<file path="config.mk">
export PLATFORM = sky130hd
export DESIGN_NAME = swop_fifo
export DESIGN_NICKNAME = d
export VERILOG_FILES = /design/src/design/swop_pkg.sv /design/src/design/swop_fifo.sv
export SDC_FILE = /design/constraint.sdc
export NUM_CORES = 1
export LEC_CHECK = 0
export ABC_AREA = 1
export BUFFER_PORTS_ARGS = -buffer_cell sky130_fd_sc_hd__buf_2
export CORE_ASPECT_RATIO = 0.8
export CORE_MARGIN = 10
export CORE_UTILIZATION = 55
export CTS_CLUSTER_SIZE = 30
export DETAILED_ROUTE_END_ITERATION = 12
export PLACE_DENSITY = 0.85
export REMOVE_ABC_BUFFERS = 1
export SLEW_MARGIN = 20
export SYNTH_ARGS = -nofsm -noshare
export SYNTH_HDL_FRONTEND = slang
export SYNTH_SLANG_ARGS = --single-unit
</file>
<file path="constraint.sdc">
create_clock -name clk_i -period 12.6 [get_ports clk_i]
set_input_delay 3.78 -clock clk_i [delete_from_list [all_inputs] [get_ports clk_i]]
set_output_delay 3.78 -clock clk_i [all_outputs]
set_load 0.05 [all_outputs]
</file>
<file path="src/design/swop_pkg.sv">
// Shared types and helpers for the sloped wall offset point generator.
// Used by swop_front, swop_fifo, swop_back and the top level.
`default_nettype none
package swop_pkg;

  // Width of the point index carried with each job (covers up to 65536 points).
  localparam int unsigned K_W = 16;

  // Configuration register indexes.
  typedef enum logic [2:0] {
    REG_WALL_THICKNESS = 3'd0,
    REG_WALL_HEIGHT    = 3'd1,
    REG_BASE_HEIGHT    = 3'd2,
    REG_SLOPE_ENABLE   = 3'd3,
    REG_SLOPE_RISE     = 3'd4,
    REG_SLOPE_UPWARD   = 3'd5,
    REG_POINT_COUNT    = 3'd6
  } reg_idx_e;

  // One offset job: centre point, tangent, lift index and end-of-curve flag.
  typedef struct packed {
    logic signed [31:0] cx;
    logic signed [31:0] cy;
    logic signed [32:0] dx;
    logic signed [32:0] dy;
    logic [K_W-1:0]     k;
    logic               last;
  } job_t;

  // Configuration as seen by the back end.
  typedef struct packed {
    logic [30:0]        wt;
    logic [30:0]        wh;
    logic signed [31:0] base;
    logic               slope_en;
    logic [30:0]        rise;
    logic               up;
    logic [K_W-1:0]     span;
  } cfg_t;

  typedef enum logic [3:0] {
    ST_IDLE,
    ST_SQX,
    ST_SQY,
    ST_SUM,
    ST_SQRT,
    ST_MUL,
    ST_DLD,
    ST_DIV,
    ST_DONE
  } st_e;

  typedef enum logic [1:0] {
    PH_X,
    PH_Y,
    PH_L
  } ph_e;

  function automatic logic [31:0] sat34(input logic signed [33:0] v);
    logic [31:0] r;
    if (v > 34'sd2147483647) r = 32'h7FFF_FFFF;
    else if (v < -34'sd2147483648) r = 32'h8000_0000;
    else r = v[31:0];
    return r;
  endfunction

endpackage
`default_nettype wire

</file>
<file path="src/design/swop_fifo.sv">
// Short job queue between the front end and the back end.
// Depends on swop_pkg for the job type.
`default_nettype none
module swop_fifo (
  input  wire              clk_i,
  input  wire              rst_ni,
  input  wire              push_i,
  input  swop_pkg::job_t   job_i,
  output logic             full_o,
  input  wire              pop_i,
  output swop_pkg::job_t   job_o,
  output logic             empty_o
);
  import swop_pkg::*;

  localparam int unsigned Depth = 4;
  localparam int unsigned AW = $clog2(Depth);

  job_t        mem_q [Depth];
  logic [AW-1:0] wr_q, rd_q;
  logic [AW:0]   cnt_q;

  assign full_o  = (cnt_q == (AW+1)'(Depth));
  assign empty_o = (cnt_q == '0);
  assign job_o   = mem_q[rd_q];

  always_ff @(posedge clk_i) begin
    if (push_i) mem_q[wr_q] <= job_i;
  end

  always_ff @(posedge clk_i or negedge rst_ni) begin
    if (!rst_ni) begin
      wr_q  <= '0;
      rd_q  <= '0;
      cnt_q <= '0;
    end else begin
      if (push_i) wr_q <= wr_q + 1'b1;
      if (pop_i) rd_q <= rd_q + 1'b1;
      if (push_i && !pop_i) cnt_q <= cnt_q + 1'b1;
      else if (pop_i && !push_i) cnt_q <= cnt_q - 1'b1;
    end
  end

endmodule
`default_nettype wire

</file>
# Word level (Yosys, flattened, before mapping)
# Memories as Yosys holds them, arrays and structs flattened.
# Cells that the tools add are included.
# W data, S select, Z words.
# totals
regBits,7
ram_bits,588
inputBits,151
out_inout_bits,149
wordCells,19
n_memories,1
# memory_table
name,depth,width,read_ports,rd_clocked_by_memory_dff,wr,line,text
mem_q,4,147,1,0,1,swop_fifo.sv:19,job_t mem_q [Depth];
# classes
n_addsub,4
n_eq_ne,1
mux,4
n_reduce_logical,6
# ops
cell,n
$mux W3,2
$add A2 B1 Y2 const B,2
$add A3 B1 Y3 const B,1
$eq A3 B3 Y1 const B,1
$logic_not A3 Y1,1
$sub A3 B1 Y3 const B,1
$logic_and A1 B1 Y1,2
$logic_not A1 Y1,2
$mux W1,2
$reduce_bool A2 Y1,1

# Longest topological paths before layout
# logic_depth
ltp_word,4
depth_mapped,9
ltp_nobuf,9

# Worst setup path after synthesis
# No wires, ideal clock.
# synth_path
kind,input to register
startpoint,in push_i
endpoint,mem mem_q[0][0] in the netlist's numbering (enable)
setup_ps,500
t_arrival_ps,6913
required_ps,12100
setup_slack_ps,5186
stages,3
n_path_buf,1
path_cell_list,clkbuf_1 > nand2_1 > inv_1
# synth_between
elab_chain_len,2
# synth_rtl
item,line,text
"start, declared",swop_fifo.sv:7,"input wire push_i,"
$mux W1,swop_fifo.sv:28,if (push_i) mem_q[wr_q] <= job_i;
$mux W1 (not written as such),swop_fifo.sv:28,
"end, declared",swop_fifo.sv:19,
# No other way between the ends.

==> impl_metrics.json <==
{
  "tightest_slew_ns": 1.08,
  "cts_hold_buf": 0,
  "drt-total-wl_um": 49500,
  "async_reset_ff_share_pct": 1.18,
  "cts_tree": "yes",
  "drive_gt1_share_pct": 23.9,
  "antenna_found_initial": 14,
  "portBuffers": 299,
  "grt_pass1_wl_um": 77300,
  "rr_worst_depth": 5,
  "seqCellArea_sq_mm": 0.0178,
  "synth.most_common_cell": "edfxtp_1",
  "worstSetupEndpointType": "output port",
  "rsz0062_at_grt": "false",
  "gr-total-overflow": 0,
  "cellLeakagePower_nw": 11.1,
  "setup_viol": 0,
  "path_clk_slew_ns": 0.06,
  "holdPathEnd": "cnt_q[2]",
  "area_growth_syn_to_layout_pct": 15.0,
  "synth_cells": 1763,
  "cts_max_level": 2,
  "synth_top_area_cell": "edfxtp_1",
  "pin_count": 300,
  "cp.required_ns": 8.82,
  "drc": 0,
  "cts_sinks": 595,
  "worstReg2RegStart": "wr_q[0]",
  "cap_violations": 0,
  "hp-start": "cnt_q[2]",
  "syn_area_sq_mm": 0.0241,
  "netlist_top_cells_area": "edfxtp_1 73%, nand2_1 7.1%, o211ai_1 6.0%, o211ai_2 5.2%, inv_1 4.8%",
  "start_util_pct": 55.7,
  "status": "finished, final reports clean",
  "drtIter0Drc": 1169,
  "clock_latency_ns": 0.59,
  "grt_max_degree": 230,
  "root_buffer": "clkbuf_16",
  "drtPass1Iterations": 5,
  "cts_resized": 0,
  "utilization_pct": 64.1,
  "post-cts-setup-buffer-count": 0,
  "final_cell_area_sq_mm": 0.0277,
  "dp_hpwl_um": 29100,
  "num_vias": 14100,
  "slew_violations": 0,
  "final_hold_viol_count": 0,
  "synth-main-ff-cell": "edfxtp_1",
  "cts_buffers": 55,
  "post-route-period-util_pct": 60.9,
  "powerDensity_mw_per_mm2": 280,
  "die_x_um": 254,
  "cp_data_arrival_time_ns": 3.89,
  "core-area_sq_mm": 0.0432,
  "finClkSkew_ns": 0.0114,
  "hold_path_depth": 2,
  "ys_seq_elements": 595,
  "peakVddDrop_v": 0.000265,
  "ys_warn_count": 0,
  "multi_input_area_sq_mm": 0.00456,
  "critPathLaunchType": "flop",
  "r2r_slack_ns": 9.74,
  "grt_usage_pct": 18.5,
  "placed_cell_area_sq_mm": 0.0259,
  "yosys.cell_types.count": 18,
  "fmax_ghz": 0.130,
  "synth.avg_cell_area_sq_um": 13.7,
  "hp-class": "reg -> reg",
  "synth_common_cells": "588 x edfxtp_1, 454 x nand2_1, 306 x inv_1, 194 x o211ai_1, 100 x o211ai_2",
  "fp.dieArea_sq_mm": 0.0526,
  "layout_min_cycle_time_ns": 7.67,
  "die_height_um": 207,
  "gp_congestion": 0.739,
  "reg2reg_to": "mem_q[2][102]",
  "wl_per_cell_um": 18.7,
  "path_class": "reg -> out",
  "clockBufferDepth": 3,
  "holdWs_ns": 0.500,
  "cp_max_fo": 204,
  "fin_nets": 2188,
  "synth_top_area_share_pct": 73.3,
  "ant_nets": 0,
  "synth-edff-count": 588,
  "fp-row-count": 68,
  "ys_seq_area_share_pct": 74.0,
  "grt_pass1_vias": 14300,
  "n_fill_cell": 2967,
  "relSlewSlack_pct": 28.3,
  "vias_per_cell": 5.32
}
-- sequential cells by signal, indices dropped and copies added (netlist names) --
name,cells
cnt_q,3
wr_q,2
mem_q,588
rd_q,2
-- worst max-delay path: stages, from the launching register on --
cell and delay [ns]:
dfrtp_4 0.87, buf_4 0.86, buf_12 0.60, o211ai_1 0.20, nand2_1 0.16, buf_2 0.29
-- cell usage in the layout (no fill, tap or decap), drive strengths merged --
cell      instances
clkbuf           70
inv             308
dfrtp             7
nand3             1
nand2           454
nor3              2
clkinv           18
buf             310
edfxtp          588
nand4             1
ha                5
xor2              3
o21ai             1
diode            12
fa                1
clkinvlp          3
o211ai          294
bufinv            7
xnor2             1
-- worst max-delay path by stage --
stage | startpoint | cells past startpoint | to | slack (ns)
2_1_floorplan | rd_q[0] | 2 | job_o[0] | -2.90
3_3_place_gp | rd_q[0] | 5 | job_o[116] | 5.70
3_5_place_dp | rd_q[0] | 5 | job_o[1] | 5.59
4_1_cts | rd_q[0] | 5 | job_o[1] | 4.90
5_1_grt | rd_q[0] | 6 | job_o[1] | 4.65
6_report | rd_q[0] | 5 | job_o[116] | 4.93
-- per-stage QoR --
stage          std cells  power (W)  worst slack [ns]  setup TNS, ns
2_1_floorplan       1664    0.00559             -2.90        -426.24
3_3_place_gp        2534    0.00608              5.70              0
3_5_place_dp        2534    0.00616              5.59              0
4_1_cts             2634    0.00783              4.90              0
5_1_grt             2639    0.00813              4.65              0
6_report            2646    0.00776              4.93              0
-- cell type report --
| class | count | area share, % |
|---|---|---|
| antenna | 12 | 0.108 |
| clock buffer | 70 | 5.32 |
| clock inverter | 30 | 1.20 |
| inverter | 306 | 4.24 |
| multi-input combinational | 763 | 16.4 |
| sequential | 595 | 64.4 |
| tap | 560 | 2.53 |
| timing repair buffer | 310 | 5.79 |
-- report_power, final --
part           switching, W  internal (W)
registers          0.000132       0.00259
logic               0.00265      0.000723
clock network      0.000694      0.000970
-- layer usage --
layer | track usage, % | vias up | wire (um)
met4 | 6.18 | 14 | 998
met5 | 0 | - | 87
li1 | - | 6702 | -
met2 | 30.7 | 423 | 24600
met3 | 4.34 | 100 | 3720
met1 | 23.5 | 6831 | 20100
-- cells by family after synthesis --
logic type	share of synthesized area, %
AND/OR/NAND/NOR	7.16
AO/OA/AOI/OAI	11.3
buffers and inverters	7.09
adder cells (fa/ha/maj)	0.343
XOR/XNOR	0.145
flip-flops	74.0
No activity file was read; power rests on OpenSTA's default activity.
